$ cat config.mk
export PLATFORM = sky130hd
export DESIGN_NAME = sorted_key_table
export DESIGN_NICKNAME = d
export VERILOG_FILES = /design/src/skt_pkg.sv /design/src/skt_ram.sv /design/src/sorted_key_table.sv
export SDC_FILE = /design/constraint.sdc
export NUM_CORES = 2
export LEC_CHECK = 0
export BUFFER_PORTS_ARGS = -buffer_cell sky130_fd_sc_hd__buf_4
export CORE_ASPECT_RATIO = 1.4
export CORE_MARGIN = 4
export CORE_UTILIZATION = 25
export CTS_BUF_LIST = sky130_fd_sc_hd__clkbuf_8
export CTS_CLUSTER_DIAMETER = 50
export DETAILED_ROUTE_END_ITERATION = 16
export GPL_TIMING_DRIVEN = 0
export PLACE_DENSITY_LB_ADDON = 0.08
export SYNTH_ARGS = -nofsm -noshare
export SYNTH_HDL_FRONTEND = slang
export SYNTH_SLANG_ARGS = --single-unit
export TNS_END_PERCENT = 10
$ cat constraint.sdc
create_clock -name clk -period 9.3 [get_ports clk]
set_input_delay 0.93 -clock clk [delete_from_list [all_inputs] [get_ports clk]]
set_output_delay 0.93 -clock clk [all_outputs]
set_load 0.05 [all_outputs]
$ cat src/skt_pkg.sv
// Package for the sorted key table: field widths, command and status codes,
// and the sequencer state type. No dependencies.
`timescale 1ns / 1ps
`default_nettype none

package skt_pkg;

    localparam int CMD_W  = 2;
    localparam int KEY_W  = 32;
    localparam int NAME_W = 64;
    localparam int ST_W   = 2;
    localparam int CNT_W  = 5;

    // Command codes
    localparam logic [CMD_W-1:0] CMD_INSERT = 2'd0;
    localparam logic [CMD_W-1:0] CMD_SEARCH = 2'd1;
    localparam logic [CMD_W-1:0] CMD_REMOVE = 2'd2;

    // Status codes
    localparam logic [ST_W-1:0] ST_OK        = 2'd0;
    localparam logic [ST_W-1:0] ST_NOT_FOUND = 2'd1;
    localparam logic [ST_W-1:0] ST_FULL      = 2'd2;

    // Sequencer states
    typedef enum logic [2:0] {
        S_IDLE,
        S_INS_RD,
        S_INS_EV,
        S_INS_PUT,
        S_FND_RD,
        S_FND_EV,
        S_SHF_RD,
        S_SHF_EV
    } state_t;

endpackage

`default_nettype wire

$ cat src/skt_ram.sv
// Generic single-write, single-read RAM with registered read data.
// No dependencies.
`timescale 1ns / 1ps
`default_nettype none

module skt_ram #(
    parameter int WIDTH = 32,
    parameter int DEPTH = 16
) (
    input  wire logic                     clk,
    input  wire logic                     we,
    input  wire logic [$clog2(DEPTH)-1:0] waddr,
    input  wire logic [WIDTH-1:0]         wdata,
    input  wire logic [$clog2(DEPTH)-1:0] raddr,
    output logic      [WIDTH-1:0]         rdata
);

    logic [WIDTH-1:0] mem [DEPTH];

    // Write port and registered read port
    always_ff @(posedge clk)
    begin
        if (we)
        begin
            mem[waddr] <= wdata;
        end
        rdata <= mem[raddr];
    end

endmodule

`default_nettype wire

$ cat src/sorted_key_table.sv
// Sorted key table top level: sequencer, shared key comparator and two RAMs.
// Depends on skt_pkg and skt_ram.
//
// Usage
//   A transaction is taken when start is high and busy is low. command selects
//   insert, search or remove; item_key is the signed key, name_tag the 64-bit
//   tag stored on insert. Each transaction gives one result: done is high for
//   exactly one cycle with status, found_name and entry_count valid. The
//   receiver cannot stall; the result is simply presented for that cycle.
// Operation
//   Entries sit in ascending key order in a key RAM and a name RAM. One key
//   comparator is stepped over the entries; each entry visited takes a RAM
//   read state, then a compare/move state, as the read port is registered.
//   Insert walks down from the top entry shifting larger keys up. Search walks
//   up from the bottom. Remove finds, then shifts the rest down. A full insert,
//   a search or remove on an empty table and an unused command are answered
//   from idle without a walk.
//   busy stays high for the whole walk; a new transaction may be given in the
//   cycle that done is high.
// Reset
//   rst_n clears the entry count and the sequencer; the RAMs are not cleared
//   as only entries below the count are ever read.
`timescale 1ns / 1ps
`default_nettype none

module sorted_key_table #(
    parameter int DEPTH = 16
) (
    input  wire logic                        clk,
    input  wire logic                        rst_n,
    input  wire logic                        start,
    output logic                             busy,
    input  wire logic [skt_pkg::CMD_W-1:0]   command,
    input  wire logic signed [skt_pkg::KEY_W-1:0] item_key,
    input  wire logic [skt_pkg::NAME_W-1:0]  name_tag,
    output logic                             done,
    output logic [skt_pkg::ST_W-1:0]         status,
    output logic [skt_pkg::NAME_W-1:0]       found_name,
    output logic [skt_pkg::CNT_W-1:0]        entry_count
);

    import skt_pkg::*;

    localparam int AW = $clog2(DEPTH);
    localparam int CW = $clog2(DEPTH + 1);
    localparam int XW = CW + 1;

    state_t state_reg, state_next;

    logic [AW-1:0]           idx_reg, idx_next;
    logic [CW-1:0]           count_reg, count_next;
    logic [CMD_W-1:0]        cmd_reg, cmd_next;
    logic signed [KEY_W-1:0] key_reg, key_next;
    logic [NAME_W-1:0]       tag_reg, tag_next;
    logic                    done_reg, done_next;
    logic [ST_W-1:0]         status_reg, status_next;
    logic [NAME_W-1:0]       fname_reg, fname_next;

    // RAM ports
    logic                    ram_we;
    logic [AW-1:0]           ram_waddr;
    logic [AW-1:0]           ram_raddr;
    logic [KEY_W-1:0]        ram_wkey;
    logic [NAME_W-1:0]       ram_wname;
    logic [KEY_W-1:0]        rkey;
    logic [NAME_W-1:0]       rname;

    // Decisions
    logic                    key_gt;
    logic                    key_eq;
    logic                    idx_last;
    logic                    idx_zero;
    logic                    tbl_full;
    logic                    tbl_empty;
    logic [CW-1:0]           cnt_m1;
    logic [CW+CNT_W-1:0]     cnt_ext;

    skt_ram #(.WIDTH(KEY_W), .DEPTH(DEPTH)) u_key_ram (
        .clk   (clk),
        .we    (ram_we),
        .waddr (ram_waddr),
        .wdata (ram_wkey),
        .raddr (ram_raddr),
        .rdata (rkey)
    );

    skt_ram #(.WIDTH(NAME_W), .DEPTH(DEPTH)) u_name_ram (
        .clk   (clk),
        .we    (ram_we),
        .waddr (ram_waddr),
        .wdata (ram_wname),
        .raddr (ram_raddr),
        .rdata (rname)
    );

    // Shared comparator and index tests
    assign key_gt    = $signed(rkey) > key_reg;
    assign key_eq    = $signed(rkey) == key_reg;
    assign idx_last  = (XW'(idx_reg) + XW'(1)) == XW'(count_reg);
    assign idx_zero  = idx_reg == '0;
    assign tbl_full  = count_reg == CW'(DEPTH);
    assign tbl_empty = count_reg == '0;
    assign cnt_m1    = count_reg - CW'(1);

    // Next state
    always_comb
    begin
        state_next = state_reg;
        case (state_reg)
            S_IDLE:
            begin
                if (start)
                begin
                    case (command)
                        CMD_INSERT:
                        begin
                            if (tbl_full)
                                state_next = S_IDLE;
                            else if (tbl_empty)
                                state_next = S_INS_PUT;
                            else
                                state_next = S_INS_RD;
                        end
                        CMD_SEARCH, CMD_REMOVE:
                        begin
                            if (!tbl_empty)
                                state_next = S_FND_RD;
                        end
                        default: state_next = S_IDLE;
                    endcase
                end
            end
            S_INS_RD: state_next = S_INS_EV;
            S_INS_EV:
            begin
                if (!key_gt)
                    state_next = S_IDLE;
                else if (idx_zero)
                    state_next = S_INS_PUT;
                else
                    state_next = S_INS_RD;
            end
            S_INS_PUT: state_next = S_IDLE;
            S_FND_RD:  state_next = S_FND_EV;
            S_FND_EV:
            begin
                if (key_eq)
                begin
                    if (cmd_reg == CMD_REMOVE && !idx_last)
                        state_next = S_SHF_RD;
                    else
                        state_next = S_IDLE;
                end
                else if (idx_last)
                    state_next = S_IDLE;
                else
                    state_next = S_FND_RD;
            end
            S_SHF_RD: state_next = S_SHF_EV;
            S_SHF_EV:
            begin
                if (idx_last)
                    state_next = S_IDLE;
                else
                    state_next = S_SHF_RD;
            end
            default: state_next = S_IDLE;
        endcase
    end

    // Datapath, result and RAM control
    always_comb
    begin
        idx_next    = idx_reg;
        count_next  = count_reg;
        cmd_next    = cmd_reg;
        key_next    = key_reg;
        tag_next    = tag_reg;
        done_next   = 1'b0;
        status_next = status_reg;
        fname_next  = fname_reg;
        ram_we      = 1'b0;
        ram_waddr   = idx_reg;
        ram_raddr   = idx_reg;
        ram_wkey    = rkey;
        ram_wname   = rname;
        case (state_reg)
            S_IDLE:
            begin
                if (start)
                begin
                    cmd_next = command;
                    key_next = item_key;
                    tag_next = name_tag;
                    case (command)
                        CMD_INSERT:
                        begin
                            if (tbl_full)
                            begin
                                done_next   = 1'b1;
                                status_next = ST_FULL;
                                fname_next  = '0;
                            end
                            else if (tbl_empty)
                                idx_next = '0;
                            else
                                idx_next = cnt_m1[AW-1:0];
                        end
                        CMD_SEARCH, CMD_REMOVE:
                        begin
                            idx_next = '0;
                            if (tbl_empty)
                            begin
                                done_next   = 1'b1;
                                status_next = ST_NOT_FOUND;
                                fname_next  = '0;
                            end
                        end
                        default:
                        begin
                            done_next   = 1'b1;
                            status_next = ST_OK;
                            fname_next  = '0;
                        end
                    endcase
                end
            end
            S_INS_EV:
            begin
                // Larger key moves up one slot; otherwise the new entry lands above it
                ram_we    = 1'b1;
                ram_waddr = idx_reg + AW'(1);
                if (key_gt)
                begin
                    if (!idx_zero)
                        idx_next = idx_reg - AW'(1);
                end
                else
                begin
                    ram_wkey    = key_reg;
                    ram_wname   = tag_reg;
                    count_next  = count_reg + CW'(1);
                    done_next   = 1'b1;
                    status_next = ST_OK;
                    fname_next  = '0;
                end
            end
            S_INS_PUT:
            begin
                ram_we      = 1'b1;
                ram_wkey    = key_reg;
                ram_wname   = tag_reg;
                count_next  = count_reg + CW'(1);
                done_next   = 1'b1;
                status_next = ST_OK;
                fname_next  = '0;
            end
            S_FND_EV:
            begin
                if (key_eq)
                begin
                    fname_next  = rname;
                    status_next = ST_OK;
                    if (cmd_reg == CMD_REMOVE)
                    begin
                        if (idx_last)
                        begin
                            count_next = cnt_m1;
                            done_next  = 1'b1;
                        end
                        else
                            idx_next = idx_reg + AW'(1);
                    end
                    else
                        done_next = 1'b1;
                end
                else if (idx_last)
                begin
                    done_next   = 1'b1;
                    status_next = ST_NOT_FOUND;
                    fname_next  = '0;
                end
                else
                    idx_next = idx_reg + AW'(1);
            end
            S_SHF_EV:
            begin
                // Close the gap: entry moves down one slot
                ram_we    = 1'b1;
                ram_waddr = idx_reg - AW'(1);
                if (idx_last)
                begin
                    count_next = cnt_m1;
                    done_next  = 1'b1;
                end
                else
                    idx_next = idx_reg + AW'(1);
            end
            default:
            begin
                ram_we = 1'b0;
            end
        endcase
    end

    // Control registers
    always_ff @(posedge clk or negedge rst_n)
    begin
        if (!rst_n)
        begin
            state_reg <= S_IDLE;
            count_reg <= '0;
            done_reg  <= 1'b0;
        end
        else
        begin
            state_reg <= state_next;
            count_reg <= count_next;
            done_reg  <= done_next;
        end
    end

    // Payload registers
    always_ff @(posedge clk)
    begin
        idx_reg    <= idx_next;
        cmd_reg    <= cmd_next;
        key_reg    <= key_next;
        tag_reg    <= tag_next;
        status_reg <= status_next;
        fname_reg  <= fname_next;
    end

    // Outputs
    assign cnt_ext     = {{CNT_W{1'b0}}, count_reg};
    assign busy        = state_reg != S_IDLE;
    assign done        = done_reg;
    assign status      = status_reg;
    assign found_name  = fname_reg;
    assign entry_count = cnt_ext[CNT_W-1:0];

    // Checks
    a_done_idle: assert property (@(posedge clk) disable iff (!rst_n)
        done |-> !busy)
        else $error("result strobe while sequencer busy");

    a_count_range: assert property (@(posedge clk) disable iff (!rst_n)
        count_reg <= CW'(DEPTH))
        else $error("entry count beyond table depth");

    a_full_only_full: assert property (@(posedge clk) disable iff (!rst_n)
        done && status == ST_FULL |-> tbl_full)
        else $error("full status with room left");

    a_full_insert: assert property (@(posedge clk) disable iff (!rst_n)
        start && !busy && command == CMD_INSERT && tbl_full |=> done && status == ST_FULL)
        else $error("insert into full table not flagged");

    a_count_moves: assert property (@(posedge clk) disable iff (!rst_n)
        !$stable(count_reg) |-> done)
        else $error("entry count changed without a result");

endmodule

`default_nettype wire
* Word-level counts from Yosys, hierarchy flattened
Memory sizes are Yosys's and may differ from the RTL's. A register that Yosys moved wholly into a read port is not among the register bits.
Cells that the tools add are included.
** Word-level totals
- Register bits :: 177
- Memory bits (writable) :: 1536
- Memories :: 2
** Memories
- u_name_ram.mem :: depth 16, bits a word 64, read ports 1, clocked after memory_dff 1, write ports 1, line skt_ram.sv:18 : logic [WIDTH-1:0] mem [DEPTH];
- u_key_ram.mem :: depth 16, bits a word 32, read ports 1, clocked after memory_dff 1, write ports 1, line skt_ram.sv:18
** Cells by class
- $add $sub $neg :: 5
- Magnitude comparators :: 1
- Equality and inequality tests :: 26
- Multiplexer cells :: 60
- Reductions and logical operators :: 17
** Operators with widths (count)
- 2-to-1 mux 64 bit :: 7
- case mux 64 bit (2 select lines) :: 2
- case mux 64 bit (4 select lines) :: 1
- case mux 32 bit (2 select lines) :: 1
- == test 32 bit :: 1
- greater-than comparator 32 bit :: 1
- 2-to-1 mux 32 bit :: 1
- 2-to-1 mux 4 bit :: 8
- case mux 3 bit (8 select lines) :: 1
- 2-to-1 mux 2 bit :: 10
- 2-to-1 mux 5 bit :: 4
- case mux 5 bit (4 select lines) :: 1
- 2-to-1 mux 3 bit :: 6
- inequality test 3 bit (second input constant) :: 6
- case mux 4 bit (2 select lines) :: 2
- case mux 4 bit (4 select lines) :: 1
- == test 3 bit (second input constant) :: 4
- inequality test 2 bit (second input constant) :: 6
- nonzero test 4 bit :: 3
- 2-to-1 mux 1 bit :: 10
- case mux 2 bit (4 select lines) :: 1
- AND reduction 7 bit :: 1
- == test 3 x 2 -> 1 bit (second input constant) :: 2
- case mux 3 bit (2 select lines) :: 1
- 26 further kinds :: 28

* Depth between registers and ports, before layout
- Word-level depth :: 7
- Depth in mapped cells :: 12
- Mapped depth without buffers :: 9

* Cells and area by module
Synthesis repeated with hierarchy kept, for this count alone.
** Second synthesis, totals
- Cell total of the unflattened synthesis :: 3126
- Area total of the unflattened synthesis :: 68311.8 um^2
** Modules (own cells, without submodules)
- skt_ram at u_name_ram :: times used 1, cells each 1647, area each 39581.7 um^2, sequential area each 32030.7 um^2
- skt_ram at u_key_ram :: times used 1, cells each 838, area each 19836.5 um^2, sequential area each 16015.4 um^2
- sorted_key_table :: times used 1, cells each 641, area each 8893.5 um^2, sequential area each 5270.1 um^2

* Least setup slack after synthesis
Ideal clock, no wire load.
- Kind :: register to register
- From :: register idx_reg[0]
- To :: register fname_reg[0] (netlist: found_name[0]), enable pin
- Setup time :: 0.609 ns
- Arrival :: 7.220 ns
- Data required time :: 8.691 ns
- Slack :: 1.470 ns
- Cell stages (with the launch flop) :: 13
- Buffers on the path :: 5
- Cell sequence :: edfxtp_1 -> clkbuf_1 -> buf_2 -> buf_2 -> buf_2 -> inv_1 -> ha_1 -> buf_1 -> xnor2_1 -> o2111ai_1 -> nand2_1 -> a2bb2oi_1 -> a311oi_1
** Between the ends
- Longest elaborated chain between the ends :: 4
** Ends and longest elaborated chain
- from (decl) :: line sorted_key_table.sv:50 : logic [AW-1:0] idx_reg, idx_next;
- from (signal assigned) :: line sorted_key_table.sv:326 : idx_reg <= idx_next;
- adder 4 x 1 -> 5 bit :: line sorted_key_table.sv:99 : assign idx_last = (XW'(idx_reg) + XW'(1)) == XW'(count_reg);
- == test 5 bit :: line sorted_key_table.sv:99
- inequality test 3 bit (no source line)
- AND reduction 6 bit (no source line)
- to (signal assigned) :: line sorted_key_table.sv:331 : fname_reg <= fname_next;
- to (decl) :: line sorted_key_table.sv:57 : logic [NAME_W-1:0] fname_reg, fname_next;
Every way passes these cells.
A chain may end at the register's enable or synchronous reset.

* Worst setup path after layout
- From :: register idx_reg[0]
- To :: memory u_name_ram.mem[4][11] (netlist bit), enable pin
** Between the ends
- Longest elaborated chain between the ends :: 2
- Elaborated cells on any way between the ends :: 3
** Ends and longest elaborated chain
- subtractor 4 x 1 -> 4 bit / adder 4 x 1 -> 4 bit (equally long branches) :: line sorted_key_table.sv:290, sorted_key_table.sv:232
- case mux 4 bit (2 select lines) * :: line sorted_key_table.sv:187 : case (state_reg)
- to (decl) :: line skt_ram.sv:18
Every way passes the cells marked *; elsewhere a longest branch is shown, timed or not.

==> flow_summary.json <==
{
  "clk_latency_ns": 0.94,
  "drc": 0,
  "synth-seq-area-share": 0.782,
  "reg2reg_slack_ns": 3.44,
  "fin_skew_ns": 0.0496,
  "ctsResizeCount": 0,
  "routed_wl_mm": 214,
  "path_class": "reg2reg",
  "seqPwrFrac": 0.422,
  "crit_slowest_cell": "o21ai_0",
  "reg.largest.list": "u_name_ram.mem: 1024 flops, u_key_ram.mem: 512 flops",
  "firstDrtPassIters": 5,
  "power_frac_clock": 0.243,
  "drt-initial-drc-count": 2631,
  "drive_gt1_frac": 0.357,
  "holdPathStages": 1,
  "syn-instance-count": 2890,
  "synthesis.area_um2": 68200,
  "ir_drop_uv": 154,
  "power.leakage_nw": 26.6,
  "syn_area_per_cell_um2": 23.6,
  "ys_warn_count": 0,
  "fp.dieH_um": 626,
  "synthesis.nets": 3034,
  "status": "finished, final reports clean",
  "grt.total_usage": 0.149,
  "grt_pass1_vias": 35800,
  "htreeDepth": 5,
  "vias_per_cell": 4.48,
  "worstPathArrival_ns": 6.53,
  "period_share": 0.631,
  "hold_path_end": "tag_reg[3]",
  "reg2reg_from": "idx_reg[0]",
  "totalNegativeSetupSlack_ns": 0,
  "crit_path_end_kind": "flip-flop",
  "rsz0062_at_grt": "no",
  "setup_viol": 0,
  "area_delta_synth_final_pct": 21.3,
  "cts_hold_buf": 1,
  "p_int_w": 0.0196,
  "layout_commonest_cell": "edfxtp_1",
  "via_count": 32600,
  "final_nets": 3641,
  "slowest_delay_ns": 1.00,
  "ys.flop_type": "edfxtp_1",
  "port_buffers": 173,
  "io_pins": 174,
  "critPathMostFrequentCell": "buf_12",
  "min-delay-path-class": "in2reg",
  "num_rows": 226,
  "design.die.area_um2": 281000,
  "critPathMaxFanout": 15,
  "grt_pass1_wl_mm": 292,
  "power.density_nw_per_um2": 360,
  "initial_utilization": 0.251,
  "timing.rr.end": "u_name_ram.mem[4][11]",
  "grt_overflow": 0,
  "gp_congestion": 0.733,
  "wire_per_inst_um": 29.4,
  "p_sw_w": 0.0101,
  "drv_cap": 0,
  "timing.fmax_ghz": 0.171,
  "ys_async_sr_fraction": 0.00498,
  "min_from": "name_tag[3]",
  "cts_tree": "yes",
  "tightest_slew_ns": 1.48,
  "fin_util": 0.305,
  "top_register": "u_name_ram.mem",
  "cts_buffers": 314,
  "slew_violations": 0,
  "path_cells": "clkbuf_1 > buf_2 > buf_2 > buf_2 > inv_1 > ha_1 > buf_1 > nor3_1 > a21oi_1 > nor2_1 > o21ai_0 > nor2_4 > buf_12 > buf_12 > buf_12 > buf_12",
  "fin_crit_ns": 5.86,
  "grt_start_max_net_pins": 39,
  "worstPathRequired_ns": 9.97,
  "ys_ff_latch": 1809,
  "startpoint_type": "flip-flop",
  "ys_types": 63,
  "finalHoldViolations": 0,
  "die_x_um": 449,
  "slew_headroom": 0.0144,
  "p_sw_frac": 0.341,
  "postRouteAntennaNets": 0,
  "dp_hpwl_mm": 140,
  "clockBufferDepth": 4,
  "layout_common_cells": "edfxtp_1 (1704), mux4_2 (480), clkbuf_8 (349)",
  "cts_sinks": 1809,
  "core_area_um2": 271000,
  "ctsRootBufferMaster": "clkbuf_8",
  "largest_reg_flops": 1024,
  "synth_edf_count": 1704,
  "post_cts.repair.setup_buffers": 0,
  "pwr-share-comb": 0.336,
  "clk_pin_slew_ns": 0.07,
  "r2r_cells": 16,
  "antenna_found_initial": 13
}
-- critical path, delay by kind of cell, from the launching register on --
kind                       cells  cell delay, ns
AOI/OAI and AO/OA              2            1.20
adders and majority gates      1            0.34
buffers and inverters         10            3.07
DFF                            1            0.39
and+or+nand+nor                3            0.53
-- cell usage after synthesis, types with 8 or more instances --
cell,instances,share of area
mux4_2,480,0.16
xnor2_1,12,0.0015
nand4_1,8,0.00073
ha_1,43,0.0079
and2_1,66,0.0061
dfxtp_1,96,0.028
buf_1,22,0.0012
buf_2,18,0.0013
dfrtp_1,9,0.0033
o21ai_0,14,0.0010
mux2_1,29,0.0048
nand2_1,29,0.0016
clkbuf_1,90,0.0050
edfxtp_1,1704,0.75
nor2_1,34,0.0019
mux2_2,67,0.011
inv_1,47,0.0026
a21oi_1,25,0.0018
nand3_1,8,0.00059
nor3_1,10,0.00073
-- routing by layer --
| layer | global-route usage | routed length, µm | up-vias |
|---|---|---|---|
| met5 | 0 | 0 | - |
| met4 | 0.0400 | 4770 | 0 |
| met3 | 0.0261 | 10400 | 323 |
| met2 | 0.265 | 111000 | 985 |
| met1 | 0.188 | 88300 | 17800 |
| li1 | - | - | 13500 |
-- power by group through the flow --
stage          sequential (W)  clock [W]  combinational, W
3_3_place_gp           0.0132          0           0.00921
3_5_place_dp           0.0127          0            0.0103
5_1_grt                0.0127    0.00791            0.0107
6_report               0.0126    0.00722           0.00999
4_1_cts                0.0126    0.00754            0.0103
2_1_floorplan          0.0132          0           0.00540
-- layout make-up --
| class | instances | area, µm² |
|---|---|---|
| antenna | 8 | 20.0 |
| buffer | 140 | 617 |
| clock buffer | 349 | 4800 |
| clock inverter | 211 | 1340 |
| fill | 26000 | 188000 |
| inverter | 48 | 180 |
| multi-input combinational | 893 | 14200 |
| sequential | 1809 | 53300 |
| tap | 3534 | 4420 |
| timing repair buffer | 291 | 3790 |
-- logic make-up (layout without fill, tap and decap cells) --
logic type                 count (synthesis)  count (layout)  synth area share
DFF                                     1809            1809             0.782
muxes                                    578             578             0.175
buffers and inverters                    188            1039            0.0115
and+or+nand+nor                          172             172            0.0136
AOI/OAI and AO/OA                         86              86           0.00864
adders and majority gates                 43              43           0.00789
xor gates and xnor gates                  14              14           0.00180
other                                      0               8                 0
-- worst max-delay path by stage --
stage,startpoint,endpoint,cells past startpoint
2_1_floorplan,idx_reg[0],found_name[0],12
3_3_place_gp,idx_reg[0],u_key_ram.mem[10][19],11
3_5_place_dp,idx_reg[0],u_name_ram.mem[4][11],16
4_1_cts,idx_reg[0],u_name_ram.mem[4][11],16
5_1_grt,idx_reg[0],u_name_ram.mem[4][11],16
6_report,idx_reg[0],u_name_ram.mem[4][11],16
-- through the flow --
| step | total power, W | setup slack (ns) | instances | area (µm²) | hold slack (ns) |
|---|---|---|---|---|---|
| finish | 0.0298 | 3.44 | 7283 | 82700 | 0.164 |
| global route | 0.0313 | 3.16 | 7279 | 82700 | 0.0645 |
| CTS | 0.0304 | 3.33 | 7271 | 82600 | 0.0278 |
| detailed placement | 0.0230 | 3.38 | 6710 | 76500 | 0.520 |
| global placement | 0.0224 | -7.21 | 6597 | 73900 | 0.520 |
| floorplan | 0.0186 | 1.47 | 2890 | 68200 | 0.500 |
Note: power is estimated with default switching activity, not from simulation.
